`src/rtl/masked_priority_binding_table_top_assert.svh`:
```
// Assertion macros used by the binding table sequencer.
`ifndef MASKED_PRIORITY_BINDING_TABLE_TOP_ASSERT_SVH
`define MASKED_PRIORITY_BINDING_TABLE_TOP_ASSERT_SVH

// Same-cycle implication checked at every rising clock edge outside reset.
`define MPBT_ASSERT_NOW(name, clk, rst, ante, cons, msg) \
   name: assert property (@(posedge clk) disable iff (rst) (ante) |-> (cons)) \
      else $error(msg);

// Next-cycle implication checked at every rising clock edge outside reset.
`define MPBT_ASSERT_NEXT(name, clk, rst, ante, cons, msg) \
   name: assert property (@(posedge clk) disable iff (rst) (ante) |=> (cons)) \
      else $error(msg);

`endif

```
`src/rtl/mpbt_pkg.sv`:
```
// Types and constants of the masked priority binding table.
`default_nettype none

package mpbt_pkg;

   localparam int MODE_W = 4;
   localparam int FLAG_W = 8;
   localparam int MOD_W  = 8;
   localparam int ITEM_W = 8;
   localparam int STAT_W = 2;

   localparam logic [FLAG_W-1:0] PROP_RESET  = 8'd7;
   localparam logic [FLAG_W-1:0] PLANE_RESET = 8'd24;

   // Command codes.
   localparam logic CMD_BIND    = 1'b0;
   localparam logic CMD_RESOLVE = 1'b1;

   // Configuration register indexes.
   localparam logic CSR_PROP  = 1'b0;
   localparam logic CSR_PLANE = 1'b1;

   // Result status codes.
   localparam logic [STAT_W-1:0] STAT_OK        = 2'd0;
   localparam logic [STAT_W-1:0] STAT_NOT_FOUND = 2'd1;
   localparam logic [STAT_W-1:0] STAT_REPLACED  = 2'd2;
   localparam logic [STAT_W-1:0] STAT_FULL      = 2'd3;

   typedef struct packed {
      logic [MODE_W-1:0] mode;
      logic [FLAG_W-1:0] flags;
      logic [MOD_W-1:0]  mods;
      logic [ITEM_W-1:0] item;
   } rule_type;

   typedef struct packed {
      logic              cmd;
      logic              tbl;
      logic [MODE_W-1:0] mode;
      logic [FLAG_W-1:0] flags;
      logic [MOD_W-1:0]  mods;
      logic [ITEM_W-1:0] item;
   } query_type;

   typedef struct packed {
      logic mode_gt;
      logic hit;
      logic same;
   } match_type;

   typedef struct packed {
      logic [ITEM_W-1:0] item;
      logic [STAT_W-1:0] status;
   } result_type;

   typedef enum logic [2:0] {
      ST_IDLE,
      ST_START,
      ST_SCAN,
      ST_END,
      ST_SHIFT,
      ST_INSERT,
      ST_FINISH
   } state_type;

endpackage

`default_nettype wire

```
`src/rtl/mpbt_rule_ram.sv`:
```
// Rule storage for both tables with one write port and one registered read port.
`default_nettype none

module mpbt_rule_ram #(
   parameter int DEPTH = 64,
   parameter int AW    = 6
) (
   input  wire logic                 clock,
   input  wire logic                 wr_en,
   input  wire logic [AW-1:0]        wr_addr,
   input  wire mpbt_pkg::rule_type   wr_data,
   input  wire logic                 rd_en,
   input  wire logic [AW-1:0]        rd_addr,
   output mpbt_pkg::rule_type        rd_data
);

   mpbt_pkg::rule_type mem [DEPTH];
   mpbt_pkg::rule_type rd_data_ff;

   always_ff @(posedge clock) begin
      if (wr_en) begin
         mem[wr_addr] <= wr_data;
      end
   end

   always_ff @(posedge clock) begin
      if (rd_en) begin
         rd_data_ff <= mem[rd_addr];
      end
   end

   assign rd_data = rd_data_ff;

endmodule

`default_nettype wire

```
`src/rtl/mpbt_match.sv`:
```
// Rule against query comparator used by every scan step.
`default_nettype none

module mpbt_match (
   input  wire mpbt_pkg::rule_type           rule,
   input  wire mpbt_pkg::query_type          query,
   input  wire logic [mpbt_pkg::FLAG_W-1:0]  prop_mask,
   input  wire logic [mpbt_pkg::FLAG_W-1:0]  plane_mask,
   output mpbt_pkg::match_type               match
);

   logic [mpbt_pkg::FLAG_W-1:0] r_prop;
   logic [mpbt_pkg::FLAG_W-1:0] q_prop;
   logic [mpbt_pkg::FLAG_W-1:0] r_plane;
   logic [mpbt_pkg::FLAG_W-1:0] q_plane;
   logic                        prop_ok;
   logic                        plane_ok;
   logic                        mods_ok;
   logic                        mode_eq;

   // A section with no rule bits always passes; otherwise the query needs
   // bits there and the rule must cover all of them.
   always_comb begin
      r_prop   = rule.flags & prop_mask;
      q_prop   = query.flags & prop_mask;
      r_plane  = rule.flags & plane_mask;
      q_plane  = query.flags & plane_mask;
      prop_ok  = (r_prop == '0) ||
                 ((q_prop != '0) && ((rule.flags & q_prop) == q_prop));
      plane_ok = (r_plane == '0) ||
                 ((q_plane != '0) && ((rule.flags & q_plane) == q_plane));
      mods_ok  = ((rule.mods & query.mods) == rule.mods);
      mode_eq  = (rule.mode == query.mode);

      match.mode_gt = (rule.mode > query.mode);
      match.hit     = mode_eq && prop_ok && plane_ok && mods_ok;
      match.same    = match.hit && (rule.flags == query.flags) &&
                      (rule.mods == query.mods);
   end

endmodule

`default_nettype wire

```
`src/rtl/mpbt_seq.sv`:
```
// Sequencer that scans, shifts and inserts rules one entry per cycle.
`default_nettype none

`include "masked_priority_binding_table_top_assert.svh"

module mpbt_seq #(
   parameter int N  = 32,
   parameter int IW = 5,
   parameter int CW = 6
) (
   input  wire logic                              clock,
   input  wire logic                              reset,
   input  wire logic                              req_valid,
   output logic                                   req_ready,
   input  wire mpbt_pkg::query_type               req_query,
   output mpbt_pkg::query_type                    query,
   input  wire mpbt_pkg::match_type               match,
   input  wire mpbt_pkg::rule_type                rd_data,
   output logic                                   rd_en,
   output logic [IW:0]                            rd_addr,
   output logic                                   wr_en,
   output logic [IW:0]                            wr_addr,
   output mpbt_pkg::rule_type                     wr_data,
   input  wire logic                              out_free,
   output logic                                   fin_valid,
   output mpbt_pkg::result_type                   fin_result
);

   mpbt_pkg::state_type  state_ff, state_in;
   mpbt_pkg::query_type  q_ff, q_in;
   mpbt_pkg::result_type res_ff, res_in;
   logic [CW-1:0]        idx_ff, idx_in;
   logic [CW-1:0]        sh_ff, sh_in;
   logic [CW-1:0]        cnt_ff [2];
   logic [CW-1:0]        cnt_in [2];
   logic [CW-1:0]        n;
   logic [CW-1:0]        idx_p1;
   logic [CW-1:0]        sh_m1;
   logic [CW-1:0]        sh_m2;
   logic [CW-1:0]        n_m1;
   mpbt_pkg::rule_type   q_rule;

   always_ff @(posedge clock) begin
      if (reset) begin
         state_ff  <= mpbt_pkg::ST_IDLE;
         cnt_ff[0] <= '0;
         cnt_ff[1] <= '0;
      end else begin
         state_ff  <= state_in;
         cnt_ff[0] <= cnt_in[0];
         cnt_ff[1] <= cnt_in[1];
      end
   end

   always_ff @(posedge clock) begin
      q_ff   <= q_in;
      res_ff <= res_in;
      idx_ff <= idx_in;
      sh_ff  <= sh_in;
   end

   always_comb begin
      n       = cnt_ff[q_ff.tbl];
      idx_p1  = idx_ff + CW'(1);
      sh_m1   = sh_ff - CW'(1);
      sh_m2   = sh_ff - CW'(2);
      n_m1    = n - CW'(1);
      q_rule  = '{mode: q_ff.mode, flags: q_ff.flags, mods: q_ff.mods, item: q_ff.item};

      state_in  = state_ff;
      q_in      = q_ff;
      res_in    = res_ff;
      idx_in    = idx_ff;
      sh_in     = sh_ff;
      cnt_in[0] = cnt_ff[0];
      cnt_in[1] = cnt_ff[1];
      req_ready = 1'b0;
      rd_en     = 1'b0;
      rd_addr   = {q_ff.tbl, idx_ff[IW-1:0]};
      wr_en     = 1'b0;
      wr_addr   = {q_ff.tbl, idx_ff[IW-1:0]};
      wr_data   = q_rule;
      fin_valid = 1'b0;

      case (state_ff)
         mpbt_pkg::ST_IDLE: begin
            // Nothing is taken while reset is held.
            req_ready = !reset;
            if (req_valid && req_ready) begin
               q_in     = req_query;
               state_in = mpbt_pkg::ST_START;
            end
         end
         mpbt_pkg::ST_START: begin
            idx_in = '0;
            if (n != '0) begin
               rd_en    = 1'b1;
               rd_addr  = {q_ff.tbl, {IW{1'b0}}};
               state_in = mpbt_pkg::ST_SCAN;
            end else begin
               state_in = mpbt_pkg::ST_END;
            end
         end
         mpbt_pkg::ST_SCAN: begin
            // The read data holds the entry at the scan index.
            if (match.mode_gt) begin
               state_in = mpbt_pkg::ST_END;
            end else if (match.hit && (q_ff.cmd == mpbt_pkg::CMD_RESOLVE)) begin
               res_in   = '{item: rd_data.item, status: mpbt_pkg::STAT_OK};
               state_in = mpbt_pkg::ST_FINISH;
            end else if (match.same && (q_ff.cmd == mpbt_pkg::CMD_BIND)) begin
               wr_en    = 1'b1;
               res_in   = '{item: '0, status: mpbt_pkg::STAT_REPLACED};
               state_in = mpbt_pkg::ST_FINISH;
            end else begin
               idx_in = idx_p1;
               if (idx_p1 < n) begin
                  rd_en   = 1'b1;
                  rd_addr = {q_ff.tbl, idx_p1[IW-1:0]};
               end else begin
                  state_in = mpbt_pkg::ST_END;
               end
            end
         end
         mpbt_pkg::ST_END: begin
            if (q_ff.cmd == mpbt_pkg::CMD_RESOLVE) begin
               res_in   = '{item: '0, status: mpbt_pkg::STAT_NOT_FOUND};
               state_in = mpbt_pkg::ST_FINISH;
            end else if (n == CW'(N)) begin
               res_in   = '{item: '0, status: mpbt_pkg::STAT_FULL};
               state_in = mpbt_pkg::ST_FINISH;
            end else if (idx_ff == n) begin
               state_in = mpbt_pkg::ST_INSERT;
            end else begin
               rd_en    = 1'b1;
               rd_addr  = {q_ff.tbl, n_m1[IW-1:0]};
               sh_in    = n;
               state_in = mpbt_pkg::ST_SHIFT;
            end
         end
         mpbt_pkg::ST_SHIFT: begin
            // Move the entry below the shift index up by one slot.
            wr_en   = 1'b1;
            wr_addr = {q_ff.tbl, sh_ff[IW-1:0]};
            wr_data = rd_data;
            sh_in   = sh_m1;
            if (sh_m1 > idx_ff) begin
               rd_en   = 1'b1;
               rd_addr = {q_ff.tbl, sh_m2[IW-1:0]};
            end else begin
               state_in = mpbt_pkg::ST_INSERT;
            end
         end
         mpbt_pkg::ST_INSERT: begin
            wr_en             = 1'b1;
            cnt_in[q_ff.tbl]  = n + CW'(1);
            res_in            = '{item: '0, status: mpbt_pkg::STAT_OK};
            state_in          = mpbt_pkg::ST_FINISH;
         end
         mpbt_pkg::ST_FINISH: begin
            fin_valid = 1'b1;
            if (out_free) begin
               state_in = mpbt_pkg::ST_IDLE;
            end
         end
         default: begin
            state_in = mpbt_pkg::ST_IDLE;
         end
      endcase
   end

   assign query      = q_ff;
   assign fin_result = res_ff;

   `MPBT_ASSERT_NOW(a_count_bound, clock, reset, 1'b1, (cnt_ff[0] <= CW'(N)) && (cnt_ff[1] <= CW'(N)), "rule count above table size")
   `MPBT_ASSERT_NOW(a_scan_range, clock, reset, state_ff == mpbt_pkg::ST_SCAN, idx_ff < n, "scan index outside the table")
   `MPBT_ASSERT_NOW(a_shift_order, clock, reset, state_ff == mpbt_pkg::ST_SHIFT, (sh_ff > idx_ff) && (n < CW'(N)), "shift past the insert point")
   `MPBT_ASSERT_NEXT(a_insert_done, clock, reset, state_ff == mpbt_pkg::ST_INSERT, state_ff == mpbt_pkg::ST_FINISH, "insert did not finish")

endmodule

`default_nettype wire

```
`src/rtl/masked_priority_binding_table_top.sv`:
```
// Top level of the masked priority binding table.
//
//   Channel  Direction  Handshake              Payload
//   req_     in         req_valid / req_ready  cmd, which_table, mode, pick, modifier, item
//   rsp_     out        rsp_valid / rsp_ready  resolved_item, status
//   csr_     in         csr_valid / csr_ready  csr_index, csr_wdata
//
// One transaction is processed at a time, and the shared comparator checks one
// stored rule per cycle; a bind that inserts moves each later rule up by one,
// one per cycle. Reset is synchronous and active high; it empties both tables
// and restores the section masks, and nothing is taken while it is held.
// A result waits in an output register, so only the next final hand-off stalls on it.
`default_nettype none

module masked_priority_binding_table_top #(
   parameter int RULES_PER_TABLE = 32
) (
   input  wire logic                              clock,
   input  wire logic                              reset,
   input  wire logic                              req_valid,
   output logic                                   req_ready,
   input  wire logic                              req_cmd,
   input  wire logic                              req_which_table,
   input  wire logic [mpbt_pkg::MODE_W-1:0]       req_mode_value,
   input  wire logic [mpbt_pkg::FLAG_W-1:0]       req_pick_bits,
   input  wire logic [mpbt_pkg::MOD_W-1:0]        req_modifier_bits,
   input  wire logic [mpbt_pkg::ITEM_W-1:0]       req_item_value,
   output logic                                   rsp_valid,
   input  wire logic                              rsp_ready,
   output logic [mpbt_pkg::ITEM_W-1:0]            rsp_resolved_item,
   output logic [mpbt_pkg::STAT_W-1:0]            rsp_status,
   input  wire logic                              csr_valid,
   output logic                                   csr_ready,
   input  wire logic                              csr_index,
   input  wire logic [mpbt_pkg::FLAG_W-1:0]       csr_wdata
);

   // Index bits for one table, and count bits that can also hold the full size.
   localparam int IW = $clog2(RULES_PER_TABLE);
   localparam int CW = $clog2(RULES_PER_TABLE + 1);

   logic [mpbt_pkg::FLAG_W-1:0] prop_mask_ff;
   logic [mpbt_pkg::FLAG_W-1:0] plane_mask_ff;
   logic                        rsp_valid_ff;
   mpbt_pkg::result_type        rsp_data_ff;

   mpbt_pkg::query_type  req_query;
   mpbt_pkg::query_type  query;
   mpbt_pkg::match_type  match;
   mpbt_pkg::rule_type   rd_data;
   mpbt_pkg::rule_type   wr_data;
   mpbt_pkg::result_type fin_result;
   logic                 rd_en;
   logic [IW:0]          rd_addr;
   logic                 wr_en;
   logic [IW:0]          wr_addr;
   logic                 fin_valid;
   logic                 out_free;

   // Section masks; writes are only expected while the block is idle.
   assign csr_ready = !reset;

   always_ff @(posedge clock) begin
      if (reset) begin
         prop_mask_ff  <= mpbt_pkg::PROP_RESET;
         plane_mask_ff <= mpbt_pkg::PLANE_RESET;
      end else if (csr_valid) begin
         case (csr_index)
            mpbt_pkg::CSR_PROP:  prop_mask_ff  <= csr_wdata;
            mpbt_pkg::CSR_PLANE: plane_mask_ff <= csr_wdata;
            default: begin
            end
         endcase
      end
   end

   assign req_query = '{cmd: req_cmd, tbl: req_which_table, mode: req_mode_value,
                        flags: req_pick_bits, mods: req_modifier_bits,
                        item: req_item_value};

   // The output register is free when empty or being drained this cycle.
   assign out_free = !rsp_valid_ff || rsp_ready;

   always_ff @(posedge clock) begin
      if (reset) begin
         rsp_valid_ff <= 1'b0;
      end else if (fin_valid && out_free) begin
         rsp_valid_ff <= 1'b1;
      end else if (rsp_ready) begin
         rsp_valid_ff <= 1'b0;
      end
   end

   always_ff @(posedge clock) begin
      if (fin_valid && out_free) begin
         rsp_data_ff <= fin_result;
      end
   end

   assign rsp_valid         = rsp_valid_ff;
   assign rsp_resolved_item = rsp_data_ff.item;
   assign rsp_status        = rsp_data_ff.status;

   // Each table owns a power-of-two slice, so the table select is the top
   // address bit for any table size.
   mpbt_rule_ram #(
      .DEPTH (2 ** (IW + 1)),
      .AW    (IW + 1)
   ) u_ram (
      .clock   (clock),
      .wr_en   (wr_en),
      .wr_addr (wr_addr),
      .wr_data (wr_data),
      .rd_en   (rd_en),
      .rd_addr (rd_addr),
      .rd_data (rd_data)
   );

   mpbt_match u_match (
      .rule       (rd_data),
      .query      (query),
      .prop_mask  (prop_mask_ff),
      .plane_mask (plane_mask_ff),
      .match      (match)
   );

   mpbt_seq #(
      .N  (RULES_PER_TABLE),
      .IW (IW),
      .CW (CW)
   ) u_seq (
      .clock      (clock),
      .reset      (reset),
      .req_valid  (req_valid),
      .req_ready  (req_ready),
      .req_query  (req_query),
      .query      (query),
      .match      (match),
      .rd_data    (rd_data),
      .rd_en      (rd_en),
      .rd_addr    (rd_addr),
      .wr_en      (wr_en),
      .wr_addr    (wr_addr),
      .wr_data    (wr_data),
      .out_free   (out_free),
      .fin_valid  (fin_valid),
      .fin_result (fin_result)
   );

endmodule

`default_nettype wire

```
`config.mk`:
```
export PLATFORM = sky130hd
export DESIGN_NAME = masked_priority_binding_table_top
export DESIGN_NICKNAME = d
export VERILOG_FILES = /design/src/rtl/mpbt_pkg.sv /design/src/rtl/mpbt_rule_ram.sv /design/src/rtl/mpbt_match.sv /design/src/rtl/mpbt_seq.sv /design/src/rtl/masked_priority_binding_table_top.sv
export VERILOG_INCLUDE_DIRS = /design/src /design/src/rtl
export SDC_FILE = /design/constraint.sdc
export NUM_CORES = 2
export LEC_CHECK = 0
export ABC_CLOCK_PERIOD_IN_PS = 8550
export BUFFER_PORTS_ARGS = -buffer_cell sky130_fd_sc_hd__buf_4
export CORE_AREA = 2 2 340 342
export DETAILED_ROUTE_END_ITERATION = 7
export DIE_AREA = 0 0 342 344
export GPL_ROUTABILITY_DRIVEN = 0
export PLACE_DENSITY = 0.85
export REMOVE_ABC_BUFFERS = 1
export SKIP_LAST_GASP = 1
export SLEW_MARGIN = 20
export SYNTH_ARGS = -nofsm -noshare
export SYNTH_HDL_FRONTEND = slang
export SYNTH_SLANG_ARGS = --single-unit
```
`constraint.sdc`:
```
create_clock -name clock -period 8.55 [get_ports clock]
set_input_delay 0.855 -clock clock [delete_from_list [all_inputs] [get_ports clock]]
set_output_delay 0.855 -clock clock [all_outputs]
set_load 0.02 [all_outputs]
```
==> flow_metrics.tcl <==
set metrics [dict create \
    outcome "complete, but fails checks" \
    violations "DRC, capacitance limit, slew limit" \
    place_area_mm2 0.07894 \
    gr-total-overflow 0 \
    num_vias 46340 \
    cts.htree.levels 4 \
    skew_ns 0.03755 \
    n_fill_cell 5771 \
    hold_path_end "u_seq.query[21]" \
    dr.first_iter.drc_count 9347 \
    reg2reg_from "u_seq.sh_ff[1]" \
    syn_area_mm2 0.07488 \
    register_area_mm2 0.05717 \
    die_width_um 342 \
    avgSynthCellArea_um2 17.21 \
    grt_max_degree 119 \
    area_growth_pct 13.47 \
    rows 124 \
    worstReg2RegEnd "u_ram.rd_data[20]" \
    post_cts_buffers 0 \
    dieArea_mm2 0.1176 \
    ios 57 \
    fin_crit_ns 7.349 \
    routed_wl_um 223600 \
    worstMarginPinSlew_ns 1.580 \
    power_density_mw_per_mm2 367.8 \
    worst_ep_required_time_ns 9.06 \
    r2r_setup_slack_ns 1.20 \
    ir_worst_vdd_uv 454.2 \
    core_mm2 0.1139 \
    viasPerCell 7.523 \
    layout.cells.non_filler 6160 \
    grt_pass1_vias 44430 \
    die_h_um 344 \
    final_nets 4574 \
    synth.distinct_cells 68 \
    netlist.top_cell.by_area "edfxtp_1" \
    clkSinkCount 1915 \
    drtAntennaViolNets 0 \
    cts_hold_buf 0 \
    port_buffers 56 \
    ys_seq_area_share_pct 76.36 \
    crit_type "reg2reg" \
    drtPass1Iterations 8 \
    worstPathArrival_ns 7.86 \
    ys_seq_elements 1915 \
    cts_resized 0 \
    leakage_nw 28.93 \
    synth_ff_type "edfxtp_1" \
    ctsLongestPathBuffers 3 \
    hold_path_depth 1 \
    dp_cells 5814 \
    cts_tree "done" \
    hold_viol 0 \
    post_drt_wl_per_cell_um 36.29 \
    synth.top_cell.area_share_pct 75.47 \
    rr_worst_depth 18 \
    hold_start "req_pick_bits[5]" \
    setup-violations-final 0 \
    grt_setup_unrepaired "no" \
    grt_first_pass_wirelength_um 307300 \
    critical_path.max_fanout 53 \
    synthTopCellsByArea "edfxtp_1, mux2i_1, o22ai_1" \
    track_usage_pct 36.76 \
    numCtsBuffers 177 \
    slew_headroom_pct -6.689 \
    multi_input_comb_area_mm2 0.01772 \
    power_mw 31.25 \
    synthCells 4350 \
    fmax_mhz 136.1 \
    fin_crit_sh_pct 85.95 \
    cts-root-buf "clkbuf_16" \
    cap_violations 1 \
    endpoint_kind "register" \
    cp-start-kind "register" \
    clock_latency_ns 0.82 \
    drive_gt1_share_pct 14.18 \
    clkTransAtPathRegs_ns 0.06 \
    ys_async_sr_fraction_pct 0 \
    start_util_pct 65.75 \
    hold_ws_ns 0.2226 \
    design_area_mm2 0.08496 \
    synth_edf_count 1882 \
    hp-class "in2reg" \
    yosysWarnings 0 \
    maxSlewViolCount 2 \
    antenna_found_initial 14 \
    dp_hpwl_um 120000 \
    drc 10 \
]
==> sequential cells by signal (all words and copies together), names as in the netlist, 6 cells and up, named ones only <==
| register | cells |
|---|---|
| u_seq.sh_ff | 6 |
| rsp_resolved_item | 8 |
| prop_mask_ff | 8 |
| u_seq.query | 30 |
| u_seq.idx_ff | 6 |
| u_seq.fin_result | 10 |
| u_ram.mem | 1792 |
| plane_mask_ff | 8 |
| u_seq.cnt_ff | 12 |
| u_ram.rd_data | 28 |
==> cell type report <==
class                           count  area share [%]
Sequential cell                  1915           67.29
Multi-Input combinational cell   2147           20.86
Clock buffer                      219           5.436
Timing Repair Buffer              226           2.981
Tap cell                         1512           2.227
Clock inverter                    101           1.035
Inverter                           33          0.1458
Antenna cell                        7         0.02062
==> Yosys cell counts (all sizes together), types with 5 or more instances <==
cell type and number:
buf 157, nor2b 8, xor2 11, nor2 111
o221ai 5, nand2b 11, nand2 243, mux2i 801
inv 33, nand4 35, o22ai 337, o41ai 112
o21ai 32, nand3 22, o211ai 6, dfxtp 33
ha 30, nand3b 12, a221oi 115, xnor2 17
a21oi 142, nor3 6, and2 16, o31ai 7
a22oi 14, clkbuf 98, edfxtp 1882
==> per-layer routing <==
| metal | track usage, % | vias up | part of all wire (%) |
|---|---|---|---|
| met5 | 0 | - | 0.016 |
| met4 | 24.77 | 6 | 7.8 |
| met1 | 45.80 | 22430 | 31 |
| met3 | 12.77 | 1059 | 16 |
| met2 | 54.96 | 4954 | 45 |
| li1 | - | 17890 | - |
==> cell families after synthesis <==
kind of cell	count (synthesis)	share of synthesized area, %
flops	1915	76.36
compound gates	801	7.359
buf+inv	288	1.756
xor+xnor	28	0.3275
mux	802	10.81
fa+ha+maj	30	0.5013
simple gates	486	2.893
==> cell usage in the layout, fill, tap and decap left out, drive strengths merged, types with 14 or more instances in the layout <==
| cell | n |
|---|---|
| ha | 30 |
| o22ai | 337 |
| buf | 226 |
| edfxtp | 1882 |
| inv | 39 |
| a22oi | 14 |
| nand4 | 35 |
| xnor2 | 17 |
| o41ai | 112 |
| clkinv | 81 |
| and2 | 16 |
| nor2 | 111 |
| nand2 | 243 |
| o21ai | 32 |
| clkbuf | 219 |
| nand3 | 22 |
| mux2i | 801 |
| a21oi | 142 |
| dfxtp | 33 |
| a221oi | 115 |
==> where the power goes <==
group          switching [mW]  internal (mW)  total [mW]
combinational            8.41           3.92        12.3
clock                    3.52           4.13        7.65
sequential              0.312           10.9        11.3
==> worst max-delay path by stage <==
stage              startpoint           endpoint  depth (start not counted)
2_1_floorplan        register   u_ram.rd_data[0]                         14
3_3_place_gp   u_seq.sh_ff[1]   u_ram.rd_data[8]                         19
3_5_place_dp   u_seq.sh_ff[1]  u_ram.rd_data[18]                         19
4_1_cts        u_seq.sh_ff[1]  u_ram.rd_data[18]                         19
5_1_grt              register   u_ram.rd_data[1]                         16
6_report       u_seq.sh_ff[1]  u_ram.rd_data[20]                         18
==> worst max-delay path, stage by stage (launching register included) <==
cell and delay (ns):
edfxtp_1 0.45, inv_1 0.21, ha_1 0.23, a21boi_0 0.31, nand2_1 0.11, xnor2_1 0.16
ha_1 0.30, nand4_1 0.11, a21oi_1 0.19, o31ai_1 0.15, a221oi_1 0.36, o21ai_1 0.21
a211oi_4 0.19, buf_4 0.69, o211a_4 0.71, buf_4 0.68, a221oi_1 0.34, o41ai_1 1.37
nand4_1 0.19
==> stage by stage <==
step | utilization, % | worst slack [ns] | setup TNS, ns
floorplan | - | -21.53 | -602.71
global placement | 68.61 | 0.6214 | 0
detailed placement | 69.32 | 1.666 | 0
CTS | 74.14 | 1.578 | 0
global route | 74.59 | 1.210 | 0
finish | 74.61 | 1.201 | 0
(Power assumes the default switching activity.)
